### src/design/swct_pkg.sv
// Shared types, constants and helpers for the stream window credit table.
// Used by every module of the block; depends on nothing.
`default_nettype none

package swct_pkg;

    localparam int REQ_W    = 2;
    localparam int SID_W    = 31;
    localparam int WIN_W    = 31;
    localparam int STATUS_W = 2;

    localparam int S_TDATA_W = 64;
    localparam int S_TUSER_W = 2;
    localparam int M_TDATA_W = 96;
    localparam int M_TUSER_W = 3;

    localparam logic [WIN_W-1:0] WIN_MAX            = {WIN_W{1'b1}};
    localparam logic [WIN_W-1:0] DEFAULT_WINDOW_RST = WIN_W'(65535);

    typedef enum logic [REQ_W-1:0] {
        REQ_OPEN   = 2'd0,
        REQ_CLOSE  = 2'd1,
        REQ_UPDATE = 2'd2,
        REQ_SEND   = 2'd3
    } req_t;

    typedef enum logic [STATUS_W-1:0] {
        STATUS_OK      = 2'd0,
        STATUS_UNKNOWN = 2'd1,
        STATUS_FULL    = 2'd2
    } status_t;

    typedef struct packed {
        logic [SID_W-1:0] stream;
        logic [WIN_W-1:0] window;
    } entry_t;

    typedef struct packed {
        status_t          status;
        logic [WIN_W-1:0] granted;
        logic             update_notify;
        logic [SID_W-1:0] update_stream;
        logic [WIN_W-1:0] update_amount;
    } result_t;

    function automatic logic [WIN_W-1:0] sat_add(input logic [WIN_W-1:0] a,
                                                 input logic [WIN_W-1:0] b);
        logic [WIN_W:0] sum;
        sum = {1'b0, a} + {1'b0, b};
        return sum[WIN_W] ? WIN_MAX : sum[WIN_W-1:0];
    endfunction

endpackage

`default_nettype wire

### src/design/swct_mem.sv
// Entry memory: stream id and window per table slot, one write and one read port.
// Read data is registered. Depends on swct_pkg.
`default_nettype none

module swct_mem
    import swct_pkg::*;
#(
    parameter int DEPTH  = 16,
    parameter int ADDR_W = 4
) (
    input  wire logic              aclk,
    input  wire logic              wr_en,
    input  wire logic [ADDR_W-1:0] wr_addr,
    input  wire entry_t            wr_data,
    input  wire logic [ADDR_W-1:0] rd_addr,
    output entry_t                 rd_data
);

    entry_t mem [DEPTH];
    entry_t rd_data_reg;

    always_ff @(posedge aclk) begin
        if (wr_en) begin
            mem[wr_addr] <= wr_data;
        end
    end

    always_ff @(posedge aclk) begin
        rd_data_reg <= mem[rd_addr];
    end

    assign rd_data = rd_data_reg;

endmodule

`default_nettype wire

### src/design/swct_ctrl.sv
// Request sequencer: scans the entry memory, applies open, close, update and send,
// and keeps valid bits, default window and connection window. Depends on swct_pkg.
`default_nettype none

module swct_ctrl
    import swct_pkg::*;
#(
    parameter int TABLE_ENTRIES = 16,
    parameter int IDX_W         = 4
) (
    input  wire logic             aclk,
    input  wire logic             aresetn,
    input  wire logic             req_valid,
    output logic                  req_ready,
    input  wire req_t             req_type,
    input  wire logic [SID_W-1:0] req_stream,
    input  wire logic [WIN_W-1:0] req_amount,
    input  wire logic             cfg_valid,
    output logic                  cfg_ready,
    input  wire logic [WIN_W-1:0] cfg_data,
    output logic                  mem_wr_en,
    output logic [IDX_W-1:0]      mem_wr_addr,
    output entry_t                mem_wr_data,
    output logic [IDX_W-1:0]      mem_rd_addr,
    input  wire entry_t           mem_rd_data,
    output logic                  res_valid,
    input  wire logic             res_ready,
    output result_t               res
);

    typedef enum logic [4:0] {
        ST_IDLE = 5'b00001,
        ST_SCAN = 5'b00010,
        ST_EXEC = 5'b00100,
        ST_MISS = 5'b01000,
        ST_DONE = 5'b10000
    } state_t;

    localparam result_t RES_ZERO = '{
        status: STATUS_OK, granted: '0, update_notify: 1'b0,
        update_stream: '0, update_amount: '0
    };

    state_t                   state_reg, state_next;
    req_t                     req_reg, req_next;
    logic [SID_W-1:0]         sid_reg, sid_next;
    logic [WIN_W-1:0]         amt_reg, amt_next;
    logic [IDX_W-1:0]         idx_reg, idx_next;
    logic                     free_found_reg, free_found_next;
    logic [IDX_W-1:0]         free_idx_reg, free_idx_next;
    logic [IDX_W-1:0]         slot_reg, slot_next;
    logic [WIN_W-1:0]         win_reg, win_next;
    logic [TABLE_ENTRIES-1:0] valid_reg, valid_next;
    logic [WIN_W-1:0]         default_reg, default_next;
    logic [WIN_W-1:0]         conn_reg, conn_next;
    result_t                  res_reg, res_next;

    logic                     accept;
    logic                     last;
    logic                     hit;
    logic [WIN_W-1:0]         grant;

    assign req_ready = (state_reg == ST_IDLE);
    assign cfg_ready = 1'b1;
    assign accept    = req_valid && req_ready;
    assign last      = (idx_reg == IDX_W'(TABLE_ENTRIES - 1));
    assign hit       = valid_reg[idx_reg] && (mem_rd_data.stream == sid_reg);
    assign grant     = (amt_reg < win_reg) ? amt_reg : win_reg;

    assign mem_rd_addr = (state_reg == ST_SCAN && !last) ? idx_reg + IDX_W'(1) : '0;

    assign res_valid = (state_reg == ST_DONE);
    assign res       = res_reg;

    always_comb begin
        state_next      = state_reg;
        req_next        = req_reg;
        sid_next        = sid_reg;
        amt_next        = amt_reg;
        idx_next        = idx_reg;
        free_found_next = free_found_reg;
        free_idx_next   = free_idx_reg;
        slot_next       = slot_reg;
        win_next        = win_reg;
        valid_next      = valid_reg;
        default_next    = default_reg;
        conn_next       = conn_reg;
        res_next        = res_reg;
        mem_wr_en       = 1'b0;
        mem_wr_addr     = slot_reg;
        mem_wr_data     = '{stream: sid_reg, window: default_reg};

        unique case (state_reg)
            ST_IDLE: begin
                if (accept) begin
                    req_next        = req_type;
                    sid_next        = req_stream;
                    amt_next        = req_amount;
                    idx_next        = '0;
                    free_found_next = 1'b0;
                    free_idx_next   = '0;
                    if (req_type == REQ_UPDATE && req_stream == '0) begin
                        conn_next  = sat_add(conn_reg, req_amount);
                        res_next   = RES_ZERO;
                        state_next = ST_DONE;
                    end else begin
                        state_next = ST_SCAN;
                    end
                end
            end
            ST_SCAN: begin
                if (!valid_reg[idx_reg] && !free_found_reg) begin
                    free_found_next = 1'b1;
                    free_idx_next   = idx_reg;
                end
                if (hit) begin
                    slot_next  = idx_reg;
                    win_next   = mem_rd_data.window;
                    state_next = ST_EXEC;
                end else if (last) begin
                    state_next = ST_MISS;
                end else begin
                    idx_next = idx_reg + IDX_W'(1);
                end
            end
            ST_EXEC: begin
                res_next = RES_ZERO;
                unique case (req_reg)
                    REQ_OPEN: begin
                        mem_wr_en = 1'b1;
                    end
                    REQ_CLOSE: begin
                        valid_next[slot_reg] = 1'b0;
                    end
                    REQ_UPDATE: begin
                        mem_wr_en              = 1'b1;
                        mem_wr_data.window     = sat_add(win_reg, amt_reg);
                        res_next.update_notify = 1'b1;
                        res_next.update_stream = sid_reg;
                        res_next.update_amount = amt_reg;
                    end
                    REQ_SEND: begin
                        mem_wr_en          = 1'b1;
                        mem_wr_data.window = win_reg - grant;
                        res_next.granted   = grant;
                    end
                    default: begin
                        res_next = RES_ZERO;
                    end
                endcase
                state_next = ST_DONE;
            end
            ST_MISS: begin
                res_next = RES_ZERO;
                if (req_reg == REQ_OPEN) begin
                    if (free_found_reg) begin
                        mem_wr_en                = 1'b1;
                        mem_wr_addr              = free_idx_reg;
                        valid_next[free_idx_reg] = 1'b1;
                    end else begin
                        res_next.status = STATUS_FULL;
                    end
                end else begin
                    res_next.status = STATUS_UNKNOWN;
                end
                state_next = ST_DONE;
            end
            ST_DONE: begin
                if (res_ready) begin
                    state_next = ST_IDLE;
                end
            end
            default: begin
                state_next = ST_IDLE;
            end
        endcase

        if (cfg_valid && cfg_ready) begin
            default_next = cfg_data;
            conn_next    = cfg_data;
        end
    end

    always_ff @(posedge aclk) begin
        if (!aresetn) begin
            state_reg   <= ST_IDLE;
            valid_reg   <= '0;
            default_reg <= DEFAULT_WINDOW_RST;
            conn_reg    <= DEFAULT_WINDOW_RST;
        end else begin
            state_reg   <= state_next;
            valid_reg   <= valid_next;
            default_reg <= default_next;
            conn_reg    <= conn_next;
        end
    end

    always_ff @(posedge aclk) begin
        req_reg        <= req_next;
        sid_reg        <= sid_next;
        amt_reg        <= amt_next;
        idx_reg        <= idx_next;
        free_found_reg <= free_found_next;
        free_idx_reg   <= free_idx_next;
        slot_reg       <= slot_next;
        win_reg        <= win_next;
        res_reg        <= res_next;
    end

endmodule

`default_nettype wire

### src/design/swct_out.sv
// Output register: holds one finished result and drives the master stream side.
// Depends on swct_pkg.
`default_nettype none

module swct_out
    import swct_pkg::*;
(
    input  wire logic                  aclk,
    input  wire logic                  aresetn,
    input  wire logic                  in_valid,
    output logic                       in_ready,
    input  wire result_t               in_res,
    output logic                       m_tvalid,
    input  wire logic                  m_tready,
    output logic [M_TDATA_W-1:0]       m_tdata,
    output logic [M_TUSER_W-1:0]       m_tuser
);

    logic    valid_reg, valid_next;
    result_t res_reg, res_next;

    assign in_ready = !valid_reg || m_tready;

    always_comb begin
        valid_next = valid_reg;
        res_next   = res_reg;
        if (in_ready) begin
            valid_next = in_valid;
            if (in_valid) begin
                res_next = in_res;
            end
        end
    end

    always_ff @(posedge aclk) begin
        if (!aresetn) begin
            valid_reg <= 1'b0;
        end else begin
            valid_reg <= valid_next;
        end
    end

    always_ff @(posedge aclk) begin
        res_reg <= res_next;
    end

    assign m_tvalid = valid_reg;
    assign m_tdata  = {(M_TDATA_W - WIN_W - SID_W - WIN_W)'(0),
                       res_reg.update_amount, res_reg.update_stream, res_reg.granted};
    assign m_tuser  = {res_reg.update_notify, res_reg.status};

endmodule

`default_nettype wire

### src/design/stream_window_credit_table_core.sv
// Per-stream receive-window credit table: open, close, window update and send grant.
// Top level; depends on swct_pkg, swct_mem, swct_ctrl and swct_out.
//
// One request in, one result out. The stream table lives in a single-port-read
// memory that is scanned one entry per cycle, lowest index first, until the stream
// id matches a valid entry. A miss (unknown stream, or opening a new stream) scans
// the whole table; a window update for stream 0 updates the connection window
// directly, with no scan. One finished result is buffered, so the next request is
// taken while a result waits on m_tready. Valid bits sit in flip-flops, so no
// clearing pass runs after reset. The config channel writes the default window and
// reloads the connection window; write it only while idle.
`default_nettype none

module stream_window_credit_table_core
    import swct_pkg::*;
#(
    parameter int TABLE_ENTRIES = 16
) (
    input  wire logic                 aclk,
    input  wire logic                 aresetn,
    input  wire logic                 s_tvalid,
    output logic                      s_tready,
    input  wire logic [S_TDATA_W-1:0] s_tdata,   // stream_id[30:0], amount[61:31], zero pad
    input  wire logic [S_TUSER_W-1:0] s_tuser,   // req_type[1:0]
    output logic                      m_tvalid,
    input  wire logic                 m_tready,
    output logic [M_TDATA_W-1:0]      m_tdata,   // granted[30:0], update_stream[61:31],
                                                 // update_amount[92:62], zero pad
    output logic [M_TUSER_W-1:0]      m_tuser,   // status[1:0], update_notify[2]
    input  wire logic                 cfg_valid,
    output logic                      cfg_ready,
    input  wire logic [WIN_W-1:0]     cfg_data   // default_window[30:0]
);

    localparam int IDX_W = (TABLE_ENTRIES > 1) ? $clog2(TABLE_ENTRIES) : 1;

    logic             mem_wr_en;
    logic [IDX_W-1:0] mem_wr_addr;
    entry_t           mem_wr_data;
    logic [IDX_W-1:0] mem_rd_addr;
    entry_t           mem_rd_data;
    logic             res_valid;
    logic             res_ready;
    result_t          res;

    swct_mem #(
        .DEPTH  (TABLE_ENTRIES),
        .ADDR_W (IDX_W)
    ) u_mem (
        .aclk    (aclk),
        .wr_en   (mem_wr_en),
        .wr_addr (mem_wr_addr),
        .wr_data (mem_wr_data),
        .rd_addr (mem_rd_addr),
        .rd_data (mem_rd_data)
    );

    swct_ctrl #(
        .TABLE_ENTRIES (TABLE_ENTRIES),
        .IDX_W         (IDX_W)
    ) u_ctrl (
        .aclk        (aclk),
        .aresetn     (aresetn),
        .req_valid   (s_tvalid),
        .req_ready   (s_tready),
        .req_type    (req_t'(s_tuser[REQ_W-1:0])),
        .req_stream  (s_tdata[SID_W-1:0]),
        .req_amount  (s_tdata[SID_W+WIN_W-1:SID_W]),
        .cfg_valid   (cfg_valid),
        .cfg_ready   (cfg_ready),
        .cfg_data    (cfg_data),
        .mem_wr_en   (mem_wr_en),
        .mem_wr_addr (mem_wr_addr),
        .mem_wr_data (mem_wr_data),
        .mem_rd_addr (mem_rd_addr),
        .mem_rd_data (mem_rd_data),
        .res_valid   (res_valid),
        .res_ready   (res_ready),
        .res         (res)
    );

    swct_out u_out (
        .aclk     (aclk),
        .aresetn  (aresetn),
        .in_valid (res_valid),
        .in_ready (res_ready),
        .in_res   (res),
        .m_tvalid (m_tvalid),
        .m_tready (m_tready),
        .m_tdata  (m_tdata),
        .m_tuser  (m_tuser)
    );

endmodule

`default_nettype wire

### config.mk
export PLATFORM = sky130hd
export DESIGN_NAME = stream_window_credit_table_core
export DESIGN_NICKNAME = d
export VERILOG_FILES = /design/src/design/swct_pkg.sv /design/src/design/swct_mem.sv /design/src/design/swct_ctrl.sv /design/src/design/swct_out.sv /design/src/design/stream_window_credit_table_core.sv
export SDC_FILE = /design/constraint.sdc
export NUM_CORES = 2
export LEC_CHECK = 0
export ABC_AREA = 1
export BUFFER_PORTS_ARGS = -buffer_cell sky130_fd_sc_hd__buf_2
export CAP_MARGIN = 20
export CORE_MARGIN = 3
export CORE_UTILIZATION = 60
export CTS_CLUSTER_SIZE = 10
export DETAILED_ROUTE_END_ITERATION = 10
export HOLD_SLACK_MARGIN = 0.08
export PLACE_DENSITY = 0.77
export SETUP_SLACK_MARGIN = 0.02
export SYNTH_ARGS = -nofsm -noshare
export SYNTH_HDL_FRONTEND = slang
export SYNTH_SLANG_ARGS = --single-unit
export TNS_END_PERCENT = 30
### constraint.sdc
create_clock -name aclk -period 14.6 [get_ports aclk]
set_input_delay 3.65 -clock aclk [delete_from_list [all_inputs] [get_ports aclk]]
set_output_delay 3.65 -clock aclk [all_outputs]
set_load 0.05 [all_outputs]
# Yosys cells after proc, flatten, opt, wreduce, memory -nomap -nowiden

Memories as Yosys holds them, arrays and structs flattened. A register that Yosys moved wholly into a read port is not among the register bits.
Cells that the tools add are included.

Register bits after elaboration: 353
Bits in latches: 0
Memory bits (writable): 992
Memory bits (read-only): 0
Input port bits: 102
Output and inout port bits: 102
Logic and storage cells: 129
Memories kept: 1

$add $sub $neg: 3
Multiply operators: 0
Divide/modulo/power cells: 0
Magnitude comparators: 6
Equality and inequality tests: 21
Shift-type cells: 0
Multiplexer cells: 46
Bitwise logic cells: 3
Reduce and logical (&&, ||, !) cells: 27

Memory list:

| name      | depth | bits a word | read ports | clocked after memory_dff | wr ports | line           | RTL |
|---|---|---|---|---|---|---|---|
| u_mem.mem | 16    | 62          | 1          | 1                        | 1        | swct_mem.sv:19 | `entry_t mem [DEPTH];` |

Operators with widths:

| operator                                                   | number |
|---|---|
| case mux 96 bit (3 select lines)                           | 1 |
| 2-to-1 mux 96 bit                                          | 2 |
| 2-to-1 mux 31 bit                                          | 4 |
| 2-to-1 mux 63 bit                                          | 1 |
| case mux 31 bit (2 select lines)                           | 1 |
| 2-to-1 mux 16 bit                                          | 3 |
| adder 31 x 31 -> 32 bit                                    | 1 |
| 2-to-1 mux 4 bit                                           | 8 |
| case mux 16 bit (2 select lines)                           | 1 |
| equality test 31 bit                                       | 1 |
| zero test 31 bit                                           | 1 |
| less-than comparator 31 bit                                | 1 |
| subtractor 31 bit                                          | 1 |
| 2-to-1 mux 5 bit                                           | 5 |
| case mux 5 bit (4 select lines)                            | 1 |
| bitwise AND 16 bit                                         | 1 |
| inverter 16 bit                                            | 1 |
| OR 16 bit                                                  | 1 |
| case mux 4 bit (2 select lines)                            | 2 |
| less-than comparator 4 x 5 -> 1 bit, second input constant | 3 |
| != test 2 bit, second input constant                       | 7 |
| 2-to-1 mux 1 bit                                           | 10 |
| AND reduction 3 bit                                        | 3 |
| demux 1 bit (select 4 bit)                                 | 2 |
| other kinds (25)                                           | 44 |

# Logic depth before layout (Yosys ltp)

Word-level depth: 8
Depth in mapped cells: 31

# Cells and area by module

Synthesis repeated with hierarchy kept, for this count alone.

Cell total of the unflattened synthesis: 6,080
Area total of the unflattened synthesis: 61,960.7 um2

Modules (own cells, without submodules):

| module    | times used | cells each | area each (um2) |
|---|---|---|---|
| swct_mem  | 1          | 4,079      | 43,569.3 |
| swct_ctrl | 1          | 1,894      | 15,431.0 |
| swct_out  | 1          | 107        | 2,960.3 |

# Worst setup path after synthesis

OpenSTA, ideal clock, no wires.

Kind: input port to flip-flop
Start point: in s_tdata[11]
End point: reg u_ctrl.res_reg (netlist bit u_ctrl.res[0]) (enable)
Library setup time: 685 ps
Arrival time: 10,936 ps
Path slack: 2,979 ps
Cell stages on the path: 5
Buffers on the path: 0
Cells stage by stage: nor2_1 > nand2_1 > nor4_1 > nand3_1 > o21ai_0

Cells in the longest elaborated chain, start to end: 4

Ends and longest elaborated chain:

| item                                 | line                                  | RTL |
|---|---|---|
| start: declaration                   | stream_window_credit_table_core.sv:23 | `input wire logic [S_TDATA_W-1:0] s_tdata,` |
| zero test 31 bit                     | swct_ctrl.sv:102                      | `if (req_type == REQ_UPDATE && req_stream == '0) begin` |
| logical AND 1 bit                    | swct_ctrl.sv:102                      |  |
| != test 2 bit (no source line)       | n/a                                   |  |
| AND reduction 3 bit (no source line) | n/a                                   |  |
| end signal: assignment               | swct_ctrl.sv:207                      | `res_reg <= res_next;` |
| end: declaration                     | swct_ctrl.sv:56                       | `result_t res_reg, res_next;` |

Every way passes these cells.
A chain may end at the register's enable or synchronous reset.

# Final worst setup path

Start point: in s_tdata[5]
End point: reg u_ctrl.res_reg (netlist bit u_ctrl.res[58]) (enable)

The elaborated chain is that of the path after synthesis.

==> results.txt <==
Most repeated cell in the gate-level netlist after synthesis: sky130_fd_sc_hd__edfxtp_1. For the internal power of the cells, the log shows 6.879 mW. For the maximum VDD drop, the log shows 0.0001049 V. The wire-length estimate of the detail-placed layout is 86020 microns. Register cell area after layout: 41100 sq um. The worst slew margin relative to its limit is 23.33%, and the chip height is 320.1 microns.

The number of antenna violations at the first check in global routing came out at 2. The run gives 66280 sq um as the final design instance area without fill. The run gives 6.33 ns as the data arrival time of the critical path. The tool flagged a number of max-cap violations equal to 0. The routed layout has 39420 vias. The worst-case clock buffer depth is 3, and the part of the power in combinational logic is 8.8%. Based on the critical path, the design can be clocked at up to 167.7 MHz. For the number of pins exceeding their max-slew limit in the final report, the log shows 0. The area added between synthesis and finish came out at 11.98%.

Of the total power, the share spent switching nets is 24.12%. The CTS clock-pin slew for the worst setup and hold paths is 0.05 ns, and the number of nets in the layout is 5343. The core region is 97280 sq um. The mean cell area of the mapped netlist works out to 11.94 sq um. The worst setup path is launched from an input port.

Counting the fill cells in the layout gives 6786. The run finished with clean final reports. The synthesized design contains 1407 register bits. TritonCTS built the clock tree. After detailed routing, the average wire length per cell comes to 23.16 microns. Setup slack closes at 8.637 ns. Sequential elements use 69.43% of the synthesized area. The worst setup path is of the input port to flip-flop kind.

Summed over all instances, the cell type with the most area after synthesis is sky130_fd_sc_hd__edfxtp_1. The portion of the clock cycle consumed by the worst path in the final layout is 40.84%, and the post-layout minimum cycle time is 5.963 ns. STA classifies the critical path endpoint as a flip-flop. The number of DRC markers after the initial detailed-route iteration came out at 4477. The H-tree generated during clock tree synthesis spans 4 levels. Among all flip-flop cells after synthesis, the most frequent one is sky130_fd_sc_hd__edfxtp_1. Along the worst path, the maximum fanout reaches 61. Diode insertion count for antenna repair: 0. Setup clock skew after layout: 0.04974 ns. For this design the top-level I/O count stands at 204. Power comes to 9.065 mW.

The number of clock sinks seen by CTS was 1407; the async set-or-reset flop fraction in the synthesized netlist was 0%. The distinct cell type count after synthesis came out at 45. In this run, post-CTS hold repair placed 0 buffers. OpenSTA, run right after detailed placement, puts the worst setup slack at 7.849 ns. The min-delay analysis places its worst path in the category flip-flop to flip-flop.

The clock network accounts for 40.3% of the total power. Master cell of the clock root buffer: sky130_fd_sc_hd__clkbuf_16. The total of warnings raised by yosys is 0. The number of global-route vias before repair is 38180. For the sequential power share, the log shows 50.9%. At the end of routability-driven placement, the weighted congestion stood at 0.9806. Measured along the x axis, the die boundary spans 320.1 microns. Total negative slack: 0 ns.

The number of enable-type register cells in the synthesized netlist is 1292. First-pass GRT wire length: 226500 microns. After synthesis, the most frequently instantiated cells are 1292 x sky130_fd_sc_hd__edfxtp_1, 683 x sky130_fd_sc_hd__nand2_1, 554 x sky130_fd_sc_hd__nor2_1, 506 x sky130_fd_sc_hd__o211ai_1, 421 x sky130_fd_sc_hd__o21ai_0.

Setup violations remaining at the end of the flow were counted as 0. The fraction of final layout cells sized beyond drive strength 1 was 10.09%; the post-detailed-placement cell area was 61400 sq um. Synthesis produced a netlist whose cell count is 4957. For this configuration, the core starts out at a cell density of 60.85%.

For this block, the routed nets add up to 151500 microns of wire. The floorplan has 114 rows. The run gives 29.37% as the overall track demand over capacity in global routing.

The number of buffers inserted during clock tree synthesis came out at 160. The total overflow left after global routing is 0. The number of setup buffers added after CTS is 0. The tools report the multi-input gate area in the final layout as 15580 sq um.

In this run, post-CTS repair resized a total of 0 instances. The number of iterations in the first detailed-routing pass is 6, and the number of nets still failing antenna checks after routing is 0. The slew at the pin with the worst max-slew slack was 1.150 ns; the number of vias per cell after detailed routing was 6.028.

The proportion of netlist area held by the largest area contributor works out to 65.54%. Yosys attributes the largest share of cell area to sky130_fd_sc_hd__edfxtp_1 66%, sky130_fd_sc_hd__o211ai_1 6.4%, sky130_fd_sc_hd__nand2_1 4.3%. In this run the power spent charging and discharging nets is 2.187 mW. For the worst-skew pair, the clock arrives at the later sink with an insertion delay of 0.77 ns. The leakage power was 23.51 nW; the required time of the critical path was 14.97 ns.

Dividing total power by cell area gives a power density of 136.8 nW/um^2. Buffers placed on the I/O ports in this run total 197. The die covers 102500 sq um. The number of flip-flops under the largest register name is 992. Entering global routing, the biggest net connects 232 pins. Setup repair after global routing left no endpoint under its margin.

Summing every instance area after synthesis gives 59190 sq um. In the routed design, unresolved DRC markers number 0. For the final number of hold-violating endpoints, the log shows 0.
[final timing paths]
kind                                      end  cells past startpoint  slack [ns]                            start
hold / removal    u_out.m_tdata[54]$_DFFE_PP_                      0        0.40         u_ctrl.res[54]$_DFFE_PP_
setup / recovery     u_ctrl.res[58]$_DFFE_PP_                      8        8.64                       s_tdata[5]
hold reg to reg   u_out.m_tdata[54]$_DFFE_PP_                      0        0.40         u_ctrl.res[54]$_DFFE_PP_
setup reg to reg     u_mem.rd_data[8]$_DFF_P_                     14        8.70  u_ctrl.idx_reg[0]$_SDFFCE_PN0P_
[layout by cell type (no fill, tap or decap), types with 103 or more instances in the layout]
| cell | count |
|---|---|
| sky130_fd_sc_hd__inv_1 | 412 |
| sky130_fd_sc_hd__o211ai_1 | 506 |
| sky130_fd_sc_hd__clkbuf_16 | 164 |
| sky130_fd_sc_hd__o21ai_0 | 420 |
| sky130_fd_sc_hd__dfxtp_1 | 115 |
| sky130_fd_sc_hd__edfxtp_1 | 1292 |
| sky130_fd_sc_hd__nor2_1 | 534 |
| sky130_fd_sc_hd__buf_2 | 197 |
| sky130_fd_sc_hd__or2_0 | 103 |
| sky130_fd_sc_hd__nand3_1 | 188 |
| sky130_fd_sc_hd__nand2_1 | 682 |
| sky130_fd_sc_hd__a21oi_1 | 107 |
[metrics by stage]
step,hold WS [ns],std cells,utilization (%)
2_1_floorplan,0.3855,4959,-
3_3_place_gp,0.3861,6244,63.06
3_5_place_dp,0.3910,6248,63.12
4_1_cts,0.4036,6528,68.03
5_1_grt,0.4073,6540,68.14
6_report,0.4034,6540,68.14
[cell families after synthesis]
kind of cell,count (synthesis),share of synthesized area (%)
AND/OR/NAND/NOR,1637,11.71
XOR/XNOR,43,0.6363
AO/OA/AOI/OAI,1104,11.63
other,2,0.01269
adder cells (fa/ha/maj),95,2.033
buffers and inverters,669,4.547
flip-flops,1407,69.43
[area by class of cell]
class	instances	area share [%]
clock buffer	269	6.877
clock inverter	11	0.3417
inverter	421	2.426
multi-input combinational	2883	23.50
sequential	1407	62.01
tap	1276	2.409
timing repair buffer	273	2.439
[power by group through the flow]
stage / clock network (mW) / registers [mW] / logic, mW
3_5_place_dp: 0 / 4.69 / 0.774
3_3_place_gp: 0 / 4.69 / 0.754
2_1_floorplan: 0 / 4.64 / 0.561
5_1_grt: 3.88 / 4.62 / 0.880
4_1_cts: 3.70 / 4.61 / 0.783
6_report: 3.66 / 4.61 / 0.795
[layer usage]
metal  wire length, microns  part of all wire, %  GRT usage (%)
met1                  58510                   39          39.28
met2                  74120                   49          49.18
met3                  13690                  9.0          4.631
met4                   5141                  3.4          10.91
met5                     18                0.012              0
[critical path: stages]
cell and delay (ns):
sky130_fd_sc_hd__buf_2 0.11, sky130_fd_sc_hd__nor2_1 0.15, sky130_fd_sc_hd__nand2_1 0.14, sky130_fd_sc_hd__nor4_1 0.35, sky130_fd_sc_hd__buf_4 0.22, sky130_fd_sc_hd__nand3_1 0.25
sky130_fd_sc_hd__o21ai_4 0.60, sky130_fd_sc_hd__buf_4 0.74
Power figures use the tool's default switching activity.
